==> src/sv/smsd_div.sv <==
// smsd_div: restoring unsigned divider, one quotient bit per cycle.
// No dependencies.
module smsd_div #(
  parameter int unsigned DendW = 58,
  parameter int unsigned DsorW = 11
) (
  input  logic             clk_i,
  input  logic             rst_ni,
  input  logic             start_i,
  input  logic [DendW-1:0] dividend_i,
  input  logic [DsorW-1:0] divisor_i,
  output logic [DendW-1:0] quotient_o,
  output logic             done_o
);

  localparam int unsigned StepW = $clog2(DendW + 1);

  logic [DendW-1:0] work_q, work_d;
  logic [DsorW-1:0] rem_q, rem_d;
  logic [DsorW-1:0] dsor_q, dsor_d;
  logic [StepW-1:0] step_q, step_d;
  logic             busy_q, busy_d;
  logic             done_q, done_d;
  logic [DsorW:0]   trial;
  logic [DsorW:0]   diff;
  logic             ge;

  always_comb begin
    trial  = {rem_q, work_q[DendW-1]};
    diff   = trial - {1'b0, dsor_q};
    ge     = (trial >= {1'b0, dsor_q});
    work_d = work_q;
    rem_d  = rem_q;
    dsor_d = dsor_q;
    step_d = step_q;
    busy_d = busy_q;
    done_d = 1'b0;
    if (start_i) begin
      work_d = dividend_i;
      rem_d  = '0;
      dsor_d = divisor_i;
      step_d = '0;
      busy_d = 1'b1;
    end else if (busy_q) begin
      work_d = {work_q[DendW-2:0], ge};
      rem_d  = ge ? diff[DsorW-1:0] : trial[DsorW-1:0];
      step_d = step_q + 1'b1;
      if (step_q == StepW'(DendW - 1)) begin
        busy_d = 1'b0;
        done_d = 1'b1;
      end
    end
  end

  always_ff @(posedge clk_i or negedge rst_ni) begin
    if (!rst_ni) begin
      step_q <= '0;
      busy_q <= 1'b0;
      done_q <= 1'b0;
    end else begin
      step_q <= step_d;
      busy_q <= busy_d;
      done_q <= done_d;
    end
  end

  always_ff @(posedge clk_i) begin
    work_q <= work_d;
    rem_q  <= rem_d;
    dsor_q <= dsor_d;
  end

  assign quotient_o = work_q;
  assign done_o     = done_q;

endmodule

==> config.mk <==
export PLATFORM = sky130hd
export DESIGN_NAME = smsd_div
export DESIGN_NICKNAME = d
export VERILOG_FILES = /design/src/sv/smsd_div.sv
export SDC_FILE = /design/constraint.sdc
export NUM_CORES = 1
export LEC_CHECK = 0
export ABC_AREA = 1
export BUFFER_PORTS_ARGS = -buffer_cell sky130_fd_sc_hd__buf_4
export CAP_MARGIN = 20
export CORE_MARGIN = 2
export CORE_UTILIZATION = 45
export CTS_BUF_LIST = sky130_fd_sc_hd__clkbuf_8
export DETAILED_ROUTE_END_ITERATION = 12
export GPL_ROUTABILITY_DRIVEN = 1
export PLACE_DENSITY = 0.85
export REMOVE_ABC_BUFFERS = 1
export SLEW_MARGIN = 20
export SYNTH_ARGS = -nofsm -noshare
export SYNTH_HDL_FRONTEND = slang
export SYNTH_SLANG_ARGS = --single-unit
==> constraint.sdc <==
create_clock -name clk_i -period 2.2 [get_ports clk_i]
set_input_delay 0.22 -clock clk_i [delete_from_list [all_inputs] [get_ports clk_i]]
set_output_delay 0.22 -clock clk_i [all_outputs]
set_load 0.1 [all_outputs]
==> results.cfg <==
[sta]
setup_viol = 0
slew_viol_final = 0
rsz0062_at_grt = false
relSlewSlack_pct = 47.7
hold_viol = 0
fmax_ghz = 0.500
finClkSkew_ns = 0.0180
worstMarginPinSlew_ns = 0.782
timing.final.crit_share_pct = 90.9
setup_slack_ns = 0.200
period_minus_slack_ns = 2.00
hold_ws_ns = 0.0312

[synth]
synthCells = 513
avgSynthCellArea_sq_um = 8.72
synth_largest_area_cell = edfxtp_1
synth_cell_type_count = 35
ys_seq_elements = 88
yosys_warnings = 0
synthTopCellsByArea = edfxtp_1, nand2_1, dfxtp_1
synth-seq-area-share_pct = 55.7
synthesis.area_sq_um = 4470
synth.top_cell.area_share_pct = 46.3

[place]
post-place-cells = 766
finalWeightedCongestion = 0.887
io_buffers = 130
hpwlAfterDp_mm = 8.27
pre_cts_ws_ns = 0.218

[pwr]
clkPwrFrac_pct = 19.7
power_density_nw_per_um2 = 983
p_sw_share_pct = 43.1
ir_drop_v = 0.000584
combPwrFrac_pct = 41.7
p_sw_mw = 2.46
p_leak_nw = 2.98
p_int_mw = 3.25
pwr-share-seq_pct = 38.7

[route]
vias = 3841
wl_met1_mm = 4.85
routedWlPerCell_um = 14.1
drt_iter0_markers = 252
drcViolationCount = 0
via_per_inst = 4.91
dr.pass1.iters = 5
ant_nets = 0
dr_wl_met3_um = 827
dr.max_layer_used = met4
route.met2.wl_mm = 5.20
wirelength_mm = 11.0

[critical_path]
cp-end-kind = flip-flop
start_kind = flip-flop
crit_type = flip-flop to flip-flop
r2r_end = quotient_o[34]
r2r_cells = 3
r2r_slack_ns = 0.20
rr_startpoint = busy_q
arrival_ns = 2.12
crit_path_max_fanout = 28
required_ns = 2.32

[grt]
grt_use_total_pct = 21.2
grt_pass1_vias = 3800
grt_max_degree = 49
grt_overflow = 0
grt_pass1_wl_mm = 18.2
grt_antenna_before_repair = 0

[cts]
cts.path.max_buffers = 2
clock_latency_ns = 0.36
post-cts-setup-buffers = 0
cts_root_buf = clkbuf_8
clock-sinks = 88
htreeDepth = 3
cts_tree = done
cts_inserted_buffers = 9
clk_pin_slew_ns = 0.10

[floorplan]
chipHeight_um = 104
coreArea_sq_um = 9730
die-area_sq_um = 10800
io_pins = 131
start_util_pct = 46.0
rows = 36
die_w_um = 104

[min_path]
hp-class = input port to flip-flop
hold_start = divisor_i[6]
min_to = dsor_q[6]
hold_depth = 1

[finish]
nets = 731
final_common_cell = nand2_1
syn2layout_area_growth_pct = 29.8
drive_gt1_share_pct = 27.8
num_antenna_cells = 0
final_cell_mix = nand2_1, buf_4, edfxtp_1
fill_cells = 843
instances_no_fill = 783

[job]
drv_cap = 0

[run_status]
status = finished clean
per-stage QoR:
| stage | setup TNS, ns | total power, mW | utilization (%) | instance area (sq um) |
|---|---|---|---|---|
| floorplan | -4.50 | 4.00 | - | 4370 |
| global placement | 0 | 4.54 | 57.6 | 5600 |
| detailed placement | 0 | 4.59 | 57.6 | 5600 |
| CTS | 0 | 5.72 | 59.7 | 5800 |
| global route | 0 | 6.02 | 59.7 | 5800 |
| finish | 0 | 5.70 | 59.7 | 5800 |
synth_stat cells:
cell type    n
nand2_1    243
edfxtp_1    69
clkbuf_4     1
a21oi_2      1
and2_4       1
nand4_4      1
dfrtp_1      8
o221ai_1     1
nor2_2       2
nand2_2     13
buf_12       1
clkbuf_1    11
xnor2_1      2
ha_1        13
inv_1       50
nor2_1      16
o22ai_1      1
nand3_1     25
xor2_1       1
clkinv_1     1
buf_6        1
buf_2        3
nor3b_1      1
buf_4        1
fa_1         1
a21oi_1      6
or4_1        1
inv_2        2
or2_1        1
nand4_1     15
buf_1        1
dfxtp_1     11
nor3_1       1
nor2_4       1
nand3_2      6
area by class of cell:
class	instances	area [sq um]	share of cell area, %
inverter	53	199	3.43
multi-input combinational	353	1680	28.9
timing repair buffer	140	1080	18.6
tap	133	166	2.87
clock inverter	7	68.8	1.19
clock buffer	9	124	2.13
sequential	88	2490	42.9
sequential cells by signal (all words and copies together), names as in the netlist:
signal / count
quotient_o: 58
done_o: 1
step_q: 6
rem_q: 11
dsor_q: 11
busy_q: 1
kinds of logic after synthesis:
family	count (synthesis)	share of synthesized area (%)
simple gates	327	31.6
compound gates	9	1.20
xor+xnor	3	0.588
flops	88	55.7
fa+ha+maj	14	4.08
buf+inv	72	6.83
critical path, stage by stage (launching register included):
cell     delay, ns
dfrtp_1       0.42
nor2_1        0.63
inv_2         0.40
buf_12        0.30
worst max path at each step:
stage / start / end / cells after the start / slack [ns]
after floorplan: quotient_o[57] / rem_q[5] / 11 / -0.40
after global placement: start_i / quotient_o[36] / 4 / 0.27
after detailed placement: quotient_o[57] / rem_q[5] / 11 / 0.22
after CTS: quotient_o[57] / rem_q[10] / 11 / 0.20
after global routing: quotient_o[57] / rem_q[10] / 11 / 0.06
final: busy_q / quotient_o[34] / 3 / 0.20
per-layer routing:
layer | vias up | GRT usage, %
met4 | 0 | 7.05
met1 | 1755 | 27.3
met3 | 14 | 4.78
met2 | 168 | 35.4
met5 | - | 0
li1 | 1904 | -
repair_timing:
item                                   in CTS  in global routing
endpoints found under the hold margin       8                  0
hold buffers                                1                  0
resized for setup                           0                  0
power by group through the flow:
stage          registers [mW]  logic, mW  clock network (mW)
6_report                 2.21       2.38                1.12
5_1_grt                  2.23       2.58                1.22
4_1_cts                  2.20       2.37                1.15
3_5_place_dp             2.23       2.36                   0
3_3_place_gp             2.23       2.31                   0
2_1_floorplan            2.98       1.02                   0
Note: power is estimated with default switching activity, not from simulation.
