$ cat src/sv/smsd_ram.sv
// smsd_ram: generic single-write, single-read RAM with registered read data.
// No dependencies.
module smsd_ram #(
  parameter int unsigned Width = 8,
  parameter int unsigned Depth = 16
) (
  input  logic                     clk_i,
  input  logic                     we_i,
  input  logic [$clog2(Depth)-1:0] waddr_i,
  input  logic [Width-1:0]         wdata_i,
  input  logic [$clog2(Depth)-1:0] raddr_i,
  output logic [Width-1:0]         rdata_o
);

  logic [Width-1:0] mem_q [Depth];
  logic [Width-1:0] rdata_q;

  always_ff @(posedge clk_i) begin
    if (we_i) begin
      mem_q[waddr_i] <= wdata_i;
    end
    rdata_q <= mem_q[raddr_i];
  end

  assign rdata_o = rdata_q;

endmodule

$ cat config.mk
export PLATFORM = sky130hd
export DESIGN_NAME = smsd_ram
export DESIGN_NICKNAME = d
export VERILOG_FILES = /design/src/sv/smsd_ram.sv
export SDC_FILE = /design/constraint.sdc
export NUM_CORES = 1
export LEC_CHECK = 0
export ABC_CLOCK_PERIOD_IN_PS = 5100
export BUFFER_PORTS_ARGS = -buffer_cell sky130_fd_sc_hd__buf_2
export CELL_PAD_IN_SITES_DETAIL_PLACEMENT = 1
export CELL_PAD_IN_SITES_GLOBAL_PLACEMENT = 1
export CORE_AREA = 2 2 105 107
export DETAILED_ROUTE_END_ITERATION = 8
export DIE_AREA = 0 0 107 109
export PLACE_DENSITY = 0.7
export SLEW_MARGIN = 40
export SYNTH_ARGS = -nofsm -noshare
export SYNTH_HDL_FRONTEND = slang
export SYNTH_SLANG_ARGS = --single-unit
export TNS_END_PERCENT = 30
$ cat constraint.sdc
create_clock -name clk_i -period 5.1 [get_ports clk_i]
set_input_delay 0.765 -clock clk_i [delete_from_list [all_inputs] [get_ports clk_i]]
set_output_delay 0.765 -clock clk_i [all_outputs]
set_load 0.05 [all_outputs]
==> impl_metrics.env, run 1 <==
export IMPL_cpLargestDelayFamily="multiplexers"
export IMPL_clockRootBuffer="clkbuf_8"
export IMPL_setup_ws_ns=3.09
export IMPL_vdd_drop_max_v=0.000239
export IMPL_ys_async_sr_fraction_pct=0
export IMPL_rr_endpoint="rdata_o[0]"
export IMPL_status="complete, no violations"
export IMPL_row_count=38
export IMPL_global_route_overflow_total=0
export IMPL_drive_gt1_share_pct=32.6
export IMPL_finalNonFillerCells=419
export IMPL_synth_edf_count=128
export IMPL_routed_wirelength_um=10600
export IMPL_die_w_um=107
export IMPL_finalCritPeriodShare_pct=39.4
export IMPL_dieArea_mm2=0.0117
export IMPL_clk_latency_ns=0.52
export IMPL_cp_max_fo=32
export IMPL_grt_max_degree=33
export IMPL_ys_flop_type="edfxtp_1"
export IMPL_antenna_left=0
export IMPL_route_detailed_drc=0
export IMPL_clock_skew_ns=0.0133
export IMPL_max_freq_ghz=0.497
export IMPL_synth_most_common_cell="edfxtp_1"
export IMPL_crit_arrival_ns=2.40
export IMPL_synth_top_cell_area_share_pct=74.7
export IMPL_post_cts_buffers=0
export IMPL_holdPathStages=1
export IMPL_ff2ff_path_depth=3
export IMPL_gp_congestion=0.759
export IMPL_postSynthCellCount=229
export IMPL_startpoint_type="input pin"
export IMPL_rsz0062_at_grt="false"
export IMPL_hp_class="input pin to flop"
export IMPL_max_cap_violations=0
export IMPL_cts_buffers=17
export IMPL_finalSetupViolations=0
export IMPL_clock_sinks=136
export IMPL_io_pins=26
export IMPL_cp_end_kind="flop"
export IMPL_synth_common_cells="edfxtp_1, mux4_2, a22oi_1"
export IMPL_p_per_area_mw_per_mm2=430
export IMPL_cp_depth=5
export IMPL_drt_initial_drc_count=129
export IMPL_area_delta_synth_final_pct=16.7
export IMPL_ys_ff_latch=136
export IMPL_crit_chain="buf_2, buf_4, mux4_1, a22oi_1, nand2_1"
export IMPL_final_core_utilization_pct=56.7
export IMPL_reg2reg_slack_ns=3.68
export IMPL_synthTopCellsByArea="edfxtp_1, mux4_2, mux4_1"
export IMPL_via_per_inst=5.76
export IMPL_path_buf_inv=2
export IMPL_criticalPathCategory="input pin to flop"
export IMPL_first_pass_iters=5
export IMPL_antennaDiodeCount=0
export IMPL_first_global_vias=2575
export IMPL_slowest_stage="mux4_1"
export IMPL_max_stage_delay_ns=0.65
export IMPL_grt_usage_pct=20.4
export IMPL_num_vias=2415
export IMPL_tightest_slew_ns=0.823
export IMPL_portBuffers=25
export IMPL_fp_dieH_um=109
export IMPL_dpl_cell_count=387
export IMPL_syn_nets=247
export IMPL_syn_area_per_cell_um2=22.5
export IMPL_post_dp_hpwl_um=6270
export IMPL_hold_buffers=0
export IMPL_ctsLongestPathBuffers=2
export IMPL_cts_clk_slew_worst_paths_ns=0.06
export IMPL_postPlaceCellArea_mm2=0.00542
export IMPL_slew_violations=0
export IMPL_worstHoldStart="wdata_i[6]"
export IMPL_synth_seq_area_share_pct=77.8
export IMPL_finalInstanceArea_mm2=0.00601
export IMPL_p_leak_nw=1.98
export IMPL_hold_violations=0
export IMPL_grt_antenna_before_repair=0
export IMPL_routedWlPerCell_um=25.4
export IMPL_nFillCells=893
export IMPL_synth_area_mm2=0.00515
export IMPL_yosysWarningCount=0
export IMPL_worstReg2RegStart="mem_q[1][0]"
export IMPL_hold_path_end="mem_q[15][6]"
export IMPL_post_place_ws_ns=2.52
export IMPL_cts_tree="done"
export IMPL_grt_pass1_wl_um=16200
export IMPL_post_route_min_period_ns=2.01
export IMPL_yosysTopAreaCell="edfxtp_1"
export IMPL_initial_core_util_pct=48.5
export IMPL_post_synth_num_cell_types=19
export IMPL_multi_input_area_mm2=0.00110
export IMPL_slew_headroom_pct=45.0
export IMPL_core_area_mm2=0.0106
export IMPL_cts_resized=0
export IMPL_regArea_mm2=0.00400
export IMPL_cp_required_ns=5.49
export IMPL_h_tree_depth=4
export IMPL_final_nets=284
export IMPL_fin_setup_tns_ns=0
## per-layer routing
layer	global-route usage, %	vias to the layer above	share of wire (%)
met3	5.92	16	4.2
met2	31.6	65	50
met5	0	-	0
met4	7.98	0	1.7
li1	-	1045	-
met1	27.9	1289	45
## layout make-up
cell class | count | area share (%)
clock inverters | 11 | 2.04
clock buffers | 21 | 7.64
repair buffers | 28 | 2.46
well taps | 140 | 2.91
multi-input cells | 83 | 18.3
flip-flops and latches | 136 | 66.6
## cell usage in the layout (no fill, tap or decap)
master,count
dfxtp_1,8
clkbuf_16,16
nor3_2,1
clkinvlp_4,7
clkinv_2,2
and2_1,1
nor2_2,11
mux4_2,18
nor2b_1,1
nor3_4,1
buf_4,3
mux4_1,14
nor2_1,2
nand2_1,9
clkbuf_8,4
clkbuf_1,1
or3b_2,1
nand3b_1,2
nand3_1,1
a22oi_1,16
bufinv_16,2
buf_2,25
nand2b_1,2
and2b_1,1
nor3_1,2
edfxtp_1,128
## worst max-delay path by stage
stage,startpoint,to,slack (ns)
floorplan,waddr_i[2],mem_q[0][0],2.84
global placement,waddr_i[2],mem_q[0][0],2.48
detailed placement,raddr_i[0],rdata_o[2],2.52
CTS,raddr_i[0],rdata_o[2],3.10
global route,raddr_i[0],rdata_o[2],2.99
finish,raddr_i[0],rdata_o[0],3.09
## per-stage QoR
| step | hold slack [ns] | power (mW) |
|---|---|---|
| after CTS | 0.614 | 2.61 |
| after floorplan | 0.629 | 1.37 |
| final | 0.635 | 2.59 |
| after global placement | 0.650 | 1.41 |
| after global routing | 0.629 | 2.67 |
| after detailed placement | 0.660 | 1.42 |
## registers in the layout (all words and copies together), names as in the netlist
name,flops
mem_q,128
rdata_o,8
## power by group
part	total [mW]	internal (mW)	switching (mW)	leakage, nW
sequential	1.26	1.25	0.00640	1.22
clock	1.19	0.732	0.459	0.264
combinational	0.140	0.0457	0.0940	0.489
## cells by family (layout without fill, tap and decap cells)
| logic type | after synthesis | in the layout | share of synthesized area, % |
|---|---|---|---|
| compound gates | 16 | 16 | 2.33 |
| flops | 136 | 136 | 77.8 |
| mux | 32 | 32 | 15.0 |
| buf+inv | 10 | 60 | 1.68 |
| simple gates | 35 | 35 | 3.18 |
No activity file was read; power rests on OpenSTA's default activity.
==> run 2, diff against run 1 <==
--- a/config.mk
+++ b/config.mk
@@ -5,7 +5,7 @@
 export SDC_FILE = /design/constraint.sdc
 export NUM_CORES = 1
 export LEC_CHECK = 0
-export ABC_CLOCK_PERIOD_IN_PS = 5100
+export ABC_CLOCK_PERIOD_IN_PS = 1900
 export BUFFER_PORTS_ARGS = -buffer_cell sky130_fd_sc_hd__buf_2
 export CELL_PAD_IN_SITES_DETAIL_PLACEMENT = 1
 export CELL_PAD_IN_SITES_GLOBAL_PLACEMENT = 1
==> constraint.sdc (replaced) <==
create_clock -name clk_i -period 1.9 [get_ports clk_i]
set_input_delay 0.285 -clock clk_i [delete_from_list [all_inputs] [get_ports clk_i]]
set_output_delay 0.285 -clock clk_i [all_outputs]
set_load 0.05 [all_outputs]
==> run 2 against run 1 <==
Sequential cell count stayed put. Clock skew down 0.0084 ns. Total power rose to 2.7 times the previous value. Largest power group unchanged. Critical path type is now flop to output pin. Sequential power rose to 2.7 times the previous value. First-iteration DRC count is 7.8% higher.
==> impl_metrics.env, run 2 (synthesis gave the netlist of run 1 again) <==
export IMPL_antennaDiodeCount=0
export IMPL_finalNonFillerCells=437
export IMPL_clock_sinks=136
export IMPL_clk_latency_ns=0.53
export IMPL_tightest_slew_ns=0.424
export IMPL_fin_setup_tns_ns=0
export IMPL_max_freq_ghz=0.694
export IMPL_postPlaceCellArea_mm2=0.00554
export IMPL_largest_reg_flops=128
export IMPL_initial_core_util_pct=48.5
export IMPL_max_cap_violations=0
export IMPL_path_buf_inv=1
export IMPL_status="complete, no violations"
export IMPL_finalInstanceArea_mm2=0.00615
export IMPL_crit_chain="buf_2"
export IMPL_clockRootBuffer="clkbuf_8"
export IMPL_cpLargestDelayFamily="flip-flops"
export IMPL_crit_arrival_ns=1.15
export IMPL_rsz0062_at_grt="false"
export IMPL_layout_commonest_cell="edfxtp_1"
export IMPL_dpl_cell_count=405
export IMPL_final_nets=302
export IMPL_p_per_area_mw_per_mm2=1150
export IMPL_vdd_drop_max_v=0.000542
export IMPL_first_pass_iters=4
export IMPL_setup_ws_ns=0.460
export IMPL_io_pins=26
export IMPL_area_delta_synth_final_pct=19.5
export IMPL_cp_required_ns=1.62
export IMPL_startpoint_type="flop"
export IMPL_dieArea_mm2=0.0117
export IMPL_drive_gt1_share_pct=32.7
export IMPL_h_tree_depth=4
export IMPL_nFillCells=907
export IMPL_cts_tree="done"
export IMPL_finalSetupViolations=0
export IMPL_max_stage_delay_ns=0.34
export IMPL_cts_buffers=17
export IMPL_hold_violations=0
export IMPL_global_route_overflow_total=0
export IMPL_fp_dieH_um=109
export IMPL_cp_max_fo=1
export IMPL_clock_skew_ns=0.00486
export IMPL_p_leak_nw=2.10
export IMPL_post_cts_buffers=0
export IMPL_slew_violations=0
export IMPL_portBuffers=25
export IMPL_post_route_min_period_ns=1.44
export IMPL_slowest_stage="dfxtp_1"
export IMPL_cp_end_kind="output pin"
export IMPL_cts_clk_slew_worst_paths_ns=0.06
export IMPL_grt_max_degree=24
export IMPL_ctsLongestPathBuffers=2
export IMPL_drt_initial_drc_count=139
export IMPL_grt_usage_pct=20.2
export IMPL_post_place_ws_ns=0.0751
export IMPL_route_detailed_drc=0
export IMPL_layout_common_cells="edfxtp_1, buf_2, buf_4"
export IMPL_antenna_left=0
export IMPL_core_area_mm2=0.0106
export IMPL_hold_buffers=0
export IMPL_routed_wirelength_um=10700
export IMPL_slew_headroom_pct=71.8
export IMPL_grt_antenna_before_repair=0
export IMPL_gp_congestion=0.706
export IMPL_routedWlPerCell_um=24.4
export IMPL_via_per_inst=5.65
export IMPL_hp_class="input pin to flop"
export IMPL_grt_pass1_wl_um=15900
export IMPL_top_register="mem_q"
export IMPL_cts_resized=0
export IMPL_num_vias=2469
export IMPL_first_global_vias=2682
export IMPL_finalCritPeriodShare_pct=75.8
export IMPL_row_count=38
export IMPL_whs_ns=0.139
export IMPL_criticalPathCategory="flop to output pin"
export IMPL_post_dp_hpwl_um=6650
export IMPL_die_w_um=107
run 2: cell count changes in the layout (fill, tap and decap cells not counted), sizes merged:
| cell | change |
|---|---|
| buf | +18 |
| inv | +5 |
| clkbuf | -4 |
| clkinvlp | -3 |
| bufinv | +1 |
| clkinv | +1 |
run 2: routing by layer:
layer | vias to the layer above | global-route usage [%] | routed length [µm]
met5 | - | 0 | 0
met4 | 0 | 10.1 | 233
met3 | 18 | 5.20 | 524
met2 | 76 | 32.9 | 5460
met1 | 1295 | 25.5 | 4450
li1 | 1080 | - | -
run 2: per-stage QoR:
step,power (mW),util (%)
finish,7.08,58.0
global route,7.26,58.0
CTS,7.14,58.0
detailed placement,3.83,52.3
global placement,3.81,52.3
floorplan,3.67,-
run 2: area by class of cell:
cell class	count	area [µm²]	area share [%]
Tap cell	140	175	2.85
Timing Repair Buffer	46	308	5.00
Multi-Input combinational cell	83	1060	17.2
Sequential cell	136	4000	65.1
Clock buffer	17	414	6.73
Clock inverter	15	193	3.13
run 2: final timing paths:
path,start,end,slack [ns],cells after the start
setup / recovery,rdata_o[6],rdata_o[6],0.46,1
hold / removal,wdata_i[1],mem_q[13][1],0.14,1
setup reg to reg,mem_q[2][1],rdata_o[1],0.46,3
hold reg to reg,mem_q[15][3],rdata_o[3],0.67,3
run 2: where the power goes:
part	leakage (nW)	total [mW]	switching [mW]	internal [mW]
logic	0.590	0.384	0.246	0.138
registers	1.22	3.38	0.0230	3.35
clock network	0.284	3.32	1.29	2.03
