`src/sv/smsd_sqrt.sv`:
```
// smsd_sqrt: digit-by-digit integer square root, one root bit per cycle.
// No dependencies.
module smsd_sqrt #(
  parameter int unsigned InW = 58
) (
  input  logic                   clk_i,
  input  logic                   rst_ni,
  input  logic                   start_i,
  input  logic [InW-1:0]         radicand_i,
  output logic [(InW+1)/2-1:0]   root_o,
  output logic                   done_o
);

  localparam int unsigned RootW = (InW + 1) / 2;
  localparam int unsigned StepW = $clog2(RootW + 1);

  logic [2*RootW-1:0] rad_q, rad_d;
  logic [RootW-1:0]   rem_q, rem_d;
  logic [RootW-1:0]   root_q, root_d;
  logic [StepW-1:0]   step_q, step_d;
  logic               busy_q, busy_d;
  logic               done_q, done_d;
  logic [RootW+1:0]   cur;
  logic [RootW+1:0]   trial;
  logic [RootW+1:0]   diff;
  logic               ge;

  always_comb begin
    cur    = {rem_q, rad_q[2*RootW-1 -: 2]};
    trial  = {root_q, 2'b01};
    diff   = cur - trial;
    ge     = (cur >= trial);
    rad_d  = rad_q;
    rem_d  = rem_q;
    root_d = root_q;
    step_d = step_q;
    busy_d = busy_q;
    done_d = 1'b0;
    if (start_i) begin
      rad_d  = (2*RootW)'(radicand_i);
      rem_d  = '0;
      root_d = '0;
      step_d = '0;
      busy_d = 1'b1;
    end else if (busy_q) begin
      rad_d  = {rad_q[2*RootW-3:0], 2'b00};
      rem_d  = ge ? diff[RootW-1:0] : cur[RootW-1:0];
      root_d = {root_q[RootW-2:0], ge};
      step_d = step_q + 1'b1;
      if (step_q == StepW'(RootW - 1)) begin
        busy_d = 1'b0;
        done_d = 1'b1;
      end
    end
  end

  always_ff @(posedge clk_i or negedge rst_ni) begin
    if (!rst_ni) begin
      step_q <= '0;
      busy_q <= 1'b0;
      done_q <= 1'b0;
    end else begin
      step_q <= step_d;
      busy_q <= busy_d;
      done_q <= done_d;
    end
  end

  always_ff @(posedge clk_i) begin
    rad_q  <= rad_d;
    rem_q  <= rem_d;
    root_q <= root_d;
  end

  assign root_o = root_q;
  assign done_o = done_q;

endmodule

```
`config.mk`:
```
export PLATFORM = sky130hd
export DESIGN_NAME = smsd_sqrt
export DESIGN_NICKNAME = d
export VERILOG_FILES = /design/src/sv/smsd_sqrt.sv
export SDC_FILE = /design/constraint.sdc
export NUM_CORES = 1
export LEC_CHECK = 0
export BUFFER_PORTS_ARGS = -buffer_cell sky130_fd_sc_hd__buf_4
export CAP_MARGIN = 20
export CORE_MARGIN = 2
export CORE_UTILIZATION = 38
export DETAILED_ROUTE_END_ITERATION = 6
export PLACE_DENSITY = 0.61
export SKIP_LAST_GASP = 1
export SLEW_MARGIN = 5
export SYNTH_ARGS = -nofsm -noshare
export SYNTH_HDL_FRONTEND = slang
export SYNTH_SLANG_ARGS = --single-unit
```
`constraint.sdc`:
```
create_clock -name clk_i -period 2.7 [get_ports clk_i]
set_clock_uncertainty 0.05 [all_clocks]
set_input_delay 0.135 -clock clk_i [delete_from_list [all_inputs] [get_ports clk_i]]
set_output_delay 0.135 -clock clk_i [all_outputs]
set_load 0.02 [all_outputs]
```
==> results of run 1 <==
==> synthesized netlist by cell type, types with 14 or more instances <==
cell and instances:
a21oi_1 25, edfxtp_1 58, mux2i_1 51, clkbuf_1 22, xor2_1 14, inv_1 40
a211oi_1 25, dfxtp_1 58, ha_1 33, mux2_2 56, nor2_1 81, nand2_1 25
==> per-stage QoR <==
step / cell area [um^2] / setup TNS [ns] / cells / power [mW] / setup slack, ns
detailed placement: 8090 / -0.211 / 974 / 6.68 / -0.0741
finish: 9580 / -0.754 / 1077 / 9.84 / -0.116
global route: 9580 / -5.00 / 1077 / 10.4 / -0.269
CTS: 9280 / -0.311 / 1067 / 9.07 / -0.0660
floorplan: 6740 / 0 / 623 / 5.50 / 0.000548
global placement: 8090 / -0.0517 / 974 / 6.59 / -0.0359
==> placed cells by master (no fill, tap or decap), types with 6 or more instances in the layout <==
cell type	netlist	final
clkbuf_16	0	17
xor2_1	14	14
dfrtp_1	7	6
nand2_1	25	24
dfxtp_2	0	15
a211oi_1	25	21
buf_4	1	157
a21oi_1	25	24
inv_1	40	37
dfxtp_1	58	41
a21o_1	11	11
nand4_1	7	7
dlygate4sd3_1	0	60
ha_4	0	8
xnor2_1	12	12
mux2i_1	51	48
o21ai_0	13	12
ha_1	33	21
edfxtp_1	58	58
mux2_2	56	56
nor3_1	8	8
nor2_1	81	81
==> sequential cells by signal, indices dropped and copies added (netlist names) <==
name / cells
root_o: 29
rem_q: 29
busy_q: 1
done_o: 1
rad_q: 58
step_q: 5
==> power breakdown <==
part	switching, mW	leakage (nW)	internal (mW)	total, mW
Sequential	0.185	1.19	2.24	2.43
Combinational	2.37	2.79	2.84	5.21
Clock	0.916	0.274	1.28	2.20
Total	3.48	4.26	6.36	9.84
==> how the worst max path moves through the flow <==
stage | endpoint | cells past startpoint | from | slack [ns]
floorplan | rem_q[16] | 11 | root_o[0] | 0.0005
global route | rem_q[1] | 13 | root_o[0] | -0.27
detailed placement | rem_q[22] | 11 | root_o[1] | -0.07
finish | rem_q[1] | 13 | root_o[0] | -0.12
global placement | rem_q[16] | 12 | root_o[0] | -0.04
CTS | rem_q[23] | 12 | root_o[0] | -0.07
==> timing repair <==
action	4_1_cts	5_1_grt
endpoints found under the hold margin	65	0
resized for setup	3	53
buffers inserted	1	10
hold buffers	60	0
pin swaps	1	39
setup endpoints to repair	22	29
==> logic make-up (layout without fill, tap and decap cells) <==
group                    after synthesis  in the layout  share of synthesized area [%]
adder cells (fa/ha/maj)               33             33                           6.19
XOR/XNOR                              26             26                           3.41
buffers and inverters                 70            299                           4.41
multiplexers                         107            107                           17.1
AND/OR/NAND/NOR                      155            155                           10.8
flip-flops                           123            123                           46.1
AO/OA/AOI/OAI                        109            109                           11.9
==> layer usage <==
| layer | vias up | GRT usage (%) | wire (um) |
|---|---|---|---|
| li1 | 2679 | - | - |
| met1 | 2551 | 21.0 | 7060 |
| met2 | 120 | 28.9 | 7910 |
| met3 | 30 | 5.11 | 760 |
| met4 | 0 | 7.75 | 334 |
| met5 | - | 0 | 0 |
==> cell type report <==
type | count | area (um^2)
Clock buffer | 17 | 425
Clock inverter | 15 | 140
Fill cell | 1437 | 7650
Inverter | 40 | 150
Multi-Input combinational cell | 430 | 3530
Sequential cell | 123 | 3110
Tap cell | 225 | 282
Timing Repair Buffer | 227 | 1940
==> metrics, run 1 <==
status finished with violations; failing checks setup timing; Worst Min Path Start start_i; detailed-route wire length 16.1 mm; Tmin final 2.82 ns; CP delay by family, top compound AO/OA/AOI/OAI gates; synth warn 0; Reg2Reg Launch Point root_o[0]; Core Util, Final 55.6%; dominant synthesized flop cell edfxtp_1; synth top area cells edfxtp_1 26%, dfxtp_1 17%, mux2_2 9.5%, mux2i_1 7.7%, ha_1 6.2%; all-layer global routing usage 17.5%; # DRC 0; Leak 4.26 nW; number of routed nets with antenna violations 0; final worst-path cycle share 104%; maximum capacitance violations 0; via count of the routed design 5380; vias in the first global route 5479; antenna cells 0; Final setup viols 16; Root Driver clkbuf_16; Final HPWL DP 10.3 mm; Cells after Synth 623; worst setup margin -0.116 ns; Avg Cell Area, Syn 10.7 um^2; worst skew pair latency 0.42 ns; CP arrival 3.09 ns; flip-flop and latch count after synthesis 123; Starting Density 38.7%; I/O Buffers 90; FP Rows 48; hold path endpoint rad_q[54]; Top Ports 91; fmax 0.355 GHz; clock sinks 123; Chip Height 137 um; Worst Hold Class primary input to flop; cell mode on critical path a31oi_4; Worst Setup Start Kind flop; library cell with the largest summed area after synthesis edfxtp_1; Crit. End Element flop; asr flop ratio synth 5.69%; die footprint 18600 um^2; GPL Wtd Cong 0.889; reg2reg setup slack -0.12 ns; first-pass GRT wire length 25.7 mm; CTS buffer count 17; CTS tree yes; Worst IR Drop VDD 0.665 mV; drt first pass iters 4; RSZ-0062 raised after global routing yes; number of H-tree levels 4; Final Hold Slack 0.0585 ns; Syn Nets 717; vias per cell 5.00; Hold Path Depth 2; Final Hold Viols 0; cells on worst reg2reg path 13; distinct cell type count after synthesis 59; largest net degree at the start of global routing 123; kind of critical path flop to flop; GR Overflow Total 0; FF-to-FF End rem_q[1]; Rel. slew slack 53.3%; Critical Path RT 2.98 ns; Max FO, Critical Path 6; sequential fraction of the synthesis area 46.1%; Post-synth EDFFs 58; layout net count 933; DR iter-0 viols 238; initial antenna violation count 0; layout cells sized above 1 37.1%; DIE WIDTH 137 um; Routed WL per cell 14.9 um; Mapped Area 6670 um^2; CP max stage delay 0.34 ns; Cell Chain, Critical Path inv_2 -> ha_4 -> o21a_1 -> o211ai_1 -> a31oi_1 -> a21o_1 -> a31oi_4 -> a21oi_4 -> a31oi_4 -> buf_12 -> buf_8 -> or2_1 -> a311oi_2; Layout area overhead 43.6%; Crit-path slowest cell dfxtp_4; core area 17200 um^2; post-synth top area share 26.1%; Cell Pwr Density 1030 nW/um^2; Max Slew Vio Count 0; crit path buf inv count 3; clk slew on worst S/H paths 0.06 ns; Clock Tree Buf Depth 2; actual slew at the worst max-slew pin 0.701 ns
Note: power is estimated with default switching activity, not from simulation.
==> run 2: changes to the inputs <==
--- a/config.mk
+++ b/config.mk
@@ -10,6 +10,7 @@
 export CORE_MARGIN = 2
 export CORE_UTILIZATION = 38
 export DETAILED_ROUTE_END_ITERATION = 6
+export GPL_TIMING_DRIVEN = 0
 export PLACE_DENSITY = 0.61
 export SKIP_LAST_GASP = 1
 export SLEW_MARGIN = 5
==> metrics, run 2 (synthesis gave the netlist of run 1 again) <==
Final setup viols 9 (-7); Top Ports 91 (unchanged); reg2reg setup slack -0.06 ns (+0.06 ns); number of routed nets with antenna violations 0 (unchanged); drt first pass iters 6 (+2); I/O Buffers 89 (-1.1%); Layout area overhead 40.7%; largest net degree at the start of global routing 33 (-73%); commonest non-fill, non-tap cell in the layout buf_4; total negative setup slack -0.220 ns (+0.534 ns); Max FO, Critical Path 10 (+4); CTS buffer count 17 (unchanged); Critical Path RT 2.91 ns (-0.07 ns); Tmin final 2.76 ns (-0.0581 ns); Overall Power 9.42 mW (-4.3%); Cell Chain, Critical Path buf_6 -> o21a_1 -> o211ai_1 -> a31oi_2 -> a21o_1 -> a31oi_4 -> a21oi_4 -> a31oi_4 -> buf_6 -> buf_12 -> mux2i_1 -> a211oi_1; DP Cell Count 938 (-3.7%); RSZ-0062 raised after global routing yes; Final Hold Viols 0 (unchanged); final instance area 9390 um^2 (-2.0%); first-pass GRT wire length 27.8 mm (+8.2%); Leak 4.01 nW (-5.9%); Reg2Reg Launch Point rad_q[56]; actual slew at the worst max-slew pin 0.826 ns (+0.125 ns); DR iter-0 viols 377 (+58%); die footprint 18600 um^2 (unchanged); Most flops, register rad_q; max reg flops 58 (unchanged); antenna cells 0 (unchanged); core area 17200 um^2 (unchanged); Worst Setup Start Kind flop; Clock Tree Buf Depth 2 (unchanged); Root Driver clkbuf_16; detailed-route wire length 16.9 mm (+5.1%); clk slew on worst S/H paths 0.06 ns (about the same); GR Overflow Total 0 (unchanged); number of H-tree levels 4 (unchanged); initial antenna violation count 0 (unchanged); fmax 0.363 GHz (+2.1%); worst setup margin -0.0579 ns (+0.0581 ns); Worst Hold Class primary input to asynchronous set/reset pin; status finished with violations; via count of the routed design 5377 (-0.056%); Cell Pwr Density 1000 nW/um^2 (-2.3%); vias in the first global route 5698 (+4.0%); FP Rows 48 (unchanged); FF-to-FF End rem_q[19]; failing checks setup timing; all-layer global routing usage 18.9% (+1.4 points); Chip Height 137 um (unchanged); Core Util, Final 54.5% (-1.1 points); Worst IR Drop VDD 0.651 mV (-2.1%); layout cells sized above 1 34.0% (-3.1 points); Routed WL per cell 16.1 um (+7.6%); Rel. slew slack 44.9% (-8.3 points); worst skew pair latency 0.41 ns (about the same); Finished Layout Cells 1052 (-2.3%); Area after DPL 7710 um^2 (-4.7%); Final HPWL DP 11.1 mm (+7.3%); CP max stage delay 0.41 ns (+0.07 ns); CTS tree yes; Max Slew Vio Count 0 (unchanged); final worst-path cycle share 102% (-2.2 points); GPL Wtd Cong 0.843 (-5.2%); # DRC 0 (unchanged); DIE WIDTH 137 um (unchanged); layout net count 908 (-2.7%); Crit-path slowest cell edfxtp_1; cells on worst reg2reg path 12 (-1); vias per cell 5.11 (+2.3%); Crit. End Element flop; clock sinks 123 (unchanged); maximum capacitance violations 0 (unchanged); Place WS -0.338 ns (-0.264 ns); most frequent cells in the layout 111 x buf_4, 78 x nor2_1, 59 x dlygate4sd3_1, 58 x edfxtp_1, 56 x mux2_2; Final Hold Slack 0.0215 ns (-0.0369 ns); kind of critical path flop to flop; Starting Density 38.7% (unchanged); CP arrival 2.97 ns (-0.12 ns)
-- run 2: cell types whose count changed in the layout (fill, tap and decap cells not counted), sizes merged --
| cell | before | now |
|---|---|---|
| dlygate4sd3 | 60 | 59 |
| inv | 46 | 41 |
| bufinv | 1 | 2 |
| clkinvlp | 2 | 5 |
| buf | 167 | 121 |
| clkbuf | 17 | 43 |
| clkinv | 6 | 3 |
-- run 2: how the worst max path moves through the flow --
stage,start,to,slack [ns],cells past startpoint
6_report,rad_q[56],rem_q[19],-0.06,12
5_1_grt,rad_q[56],rem_q[20],-0.18,12
3_5_place_dp,root_o[0],rem_q[16],-0.34,12
4_1_cts,root_o[0],rem_q[4],-0.08,13
2_1_floorplan,root_o[0],rem_q[16],0.0005,11
3_3_place_gp,root_o[0],rem_q[16],-0.31,12
-- run 2: worst max-delay path, delay by kind of cell, from the launching register on --
family	cells	cell delay, ns
compound gates	8	1.45
flops	1	0.41
mux	1	0.24
buf+inv	3	0.45
-- run 2: area by class of cell --
cell class              count  area, um^2
multi-input cells         430        3660
repair buffers            173        1470
fillers                  1450        7850
inverters                  40         150
clock buffers              21         450
well taps                 225         282
plain buffers              29         145
clock inverters            11         121
flip-flops and latches    123        3110
-- run 2: what timing repair did --
action | 4_1_cts | 5_1_grt
setup endpoints to repair | 62 | 60
endpoints found under the hold margin | 65 | 0
buffers inserted | 19 | 5
resized for setup | 51 | 18
pin swaps | 20 | 16
hold buffers | 59 | 0
cloned | 0 | 0
-- run 2: layer usage --
layer	global-route usage [%]	routed length, um
met1	22.6	7290
met2	33.0	8390
met3	5.26	942
met4	5.50	265
met5	0	0
-- run 2: power breakdown --
part / internal, mW / switching [mW] / total [mW]
logic: 2.51 / 2.24 / 4.75
registers: 2.25 / 0.213 / 2.46
clock network: 1.38 / 0.826 / 2.20
==> run 3: changes to the inputs <==
--- a/config.mk
+++ b/config.mk
@@ -7,7 +7,7 @@
 export LEC_CHECK = 0
 export BUFFER_PORTS_ARGS = -buffer_cell sky130_fd_sc_hd__buf_4
 export CAP_MARGIN = 20
-export CORE_MARGIN = 2
+export CORE_MARGIN = 8
 export CORE_UTILIZATION = 38
 export DETAILED_ROUTE_END_ITERATION = 6
 export GPL_TIMING_DRIVEN = 0
==> metrics, run 3 (synthesis gave the netlist of run 1 again) <==
status finished with violations; failing checks setup timing; GPL Wtd Cong 0.837 (-0.66%); vias per cell 5.20 (+1.8%); Overall Power 9.80 mW (+4.0%); Leak 4.05 nW (+0.99%); FP Rows 48 (unchanged); Tmin final 2.78 ns (+0.0172 ns); layout net count 911 (+0.33%); DR iter-0 viols 391 (+3.7%); Critical Path RT 2.92 ns (about the same); worst setup margin -0.0751 ns (-0.0172 ns); met1 GRT Util 19.5% (-3.1 points); Max Slew Vio Count 0 (unchanged); GR Overflow Total 0 (unchanged); cells on worst reg2reg path 14 (+2); Worst Hold Class primary input to asynchronous set/reset pin; Final HPWL DP 11.6 mm (+4.6%); final worst-path cycle share 103% (+0.64 points); drt first pass iters 5 (-1); Final Hold Viols 0 (unchanged); all-layer global routing usage 16.7% (-2.2 points); Root Driver clkbuf_16; commonest non-fill, non-tap cell in the layout buf_4; Top Ports 91 (unchanged); first-pass GRT wire length 29.6 mm (+6.6%); GRT busiest layer met2; CP arrival 2.99 ns (+0.02 ns); maximum capacitance violations 0 (unchanged); CTS buffer count 17 (unchanged); I/O Buffers 89 (unchanged); worst skew pair latency 0.43 ns (+0.02 ns); Place WS -0.343 ns (-0.00468 ns); core area 17200 um^2 (unchanged); Worst Setup Start Kind flop; Most flops, register rad_q; Chip Height 149 um (+8.8%); kind of critical path flop to flop; layout cells sized above 1 34.8% (+0.84 points); via count of the routed design 5494 (+2.2%); actual slew at the worst max-slew pin 0.878 ns (+0.0520 ns); initial antenna violation count 1 (+1); Max FO, Critical Path 10 (unchanged); Core Util, Final 55.0% (+0.55 points); Clock Tree Buf Depth 2 (unchanged); number of routed nets with antenna violations 0 (unchanged); detailed-route wire length 17.7 mm (+4.5%); DIE WIDTH 149 um (+8.8%); CTS tree yes; RSZ-0062 raised after global routing yes; number of H-tree levels 4 (unchanged); most frequent cells in the layout 113 x buf_4, 78 x nor2_1, 59 x dlygate4sd3_1, 58 x edfxtp_1, 56 x mux2_2; Cell Pwr Density 1030 nW/um^2 (+3.0%); clk slew on worst S/H paths 0.06 ns (about the same); vias in the first global route 5819 (+2.1%); met2 Use GR 28.2% (-4.8 points); Layout area overhead 42.2%; die footprint 22100 um^2 (+18%); Final setup viols 19 (+10); max reg flops 58 (unchanged); # DRC 0 (unchanged); Worst IR Drop VDD 0.599 mV (-8.0%); fmax 0.360 GHz (-0.62%); Rel. slew slack 41.5% (-3.5 points); fillcell total 1442 (-0.55%); Starting Density 38.7% (unchanged); largest net degree at the start of global routing 40 (+21%); Routed WL per cell 16.7 um (+4.1%); Crit. End Element flop; met3 Track Usage GR 5.35% (+0.089 points); clock sinks 123 (unchanged)
## run 3: cell count changes in the layout (fill, tap and decap cells not counted), sizes merged
cell      previous run  this run
diode                0         1
clkbuf              43        41
bufinv               2         3
clkinv               3         6
buf                121       124
clkinvlp             5         3
## run 3: stage by stage
stage / TNS, ns / hold slack (ns) / cells / cell area [um^2]
floorplan: 0 / -0.211 / 623 / 6740
global placement: -22.14 / -0.0978 / 937 / 7690
detailed placement: -5.88 / -0.0969 / 938 / 7710
CTS: -0.261 / 0.0101 / 1049 / 9310
global route: -4.15 / 0.00545 / 1056 / 9480
finish: -0.603 / 0.0141 / 1056 / 9480
## run 3: path summary, 6_finish.rpt
check	startpoint	to	slack, ns
min in group clk_i	start_i	busy_q	0.13
max	root_o[11]	rem_q[17]	-0.08
max in group asynchronous	rst_ni	step_q[0]	2.46
min reg2reg	rem_q[28]	rem_q[28]	0.46
max reg2reg	root_o[11]	rem_q[17]	-0.08
min	rst_ni	done_o	0.01
## run 3: area by class of cell
cell class / instances / area (um^2) / share of cell area (%)
buffer: 29 / 161 / 1.70
tap: 225 / 282 / 2.97
timing repair buffer: 176 / 1490 / 15.7
multi-input combinational: 430 / 3680 / 38.9
inverter: 40 / 150 / 1.58
clock inverter: 13 / 169 / 1.78
antenna: 1 / 2.50 / 0.0264
sequential: 123 / 3110 / 32.8
clock buffer: 19 / 433 / 4.56
## run 3: critical path: stages (launching register included)
cell	delay [ns]
dfxtp_4	0.36
inv_2	0.04
ha_4	0.25
and3_4	0.15
buf_4	0.13
nand2_1	0.12
nor2_4	0.07
a31oi_1	0.18
nand2_1	0.08
a221o_1	0.36
a31oi_4	0.19
buf_6	0.17
buf_12	0.15
mux2i_4	0.23
a211oi_1	0.09
## run 3: metal layers
layer	part of all wire, %	vias to the layer above
met3	7.1	23
li1	-	2650
met2	49	173
met4	1.5	0
met5	0	-
met1	42	2648
## run 3: report_power, final
part | internal, mW | switching (mW)
logic | 2.70 | 2.30
registers | 2.24 | 0.216
clock network | 1.46 | 0.881
## run 3: repair_timing
item | CTS | global route
pin swaps | 27 | 13
setup buffers | 21 | 6
cloned | 0 | 0
resized for setup | 50 | 31
hold endpoints to repair | 65 | 0
hold buffers | 59 | 0
endpoints found under the setup margin | 30 | 69
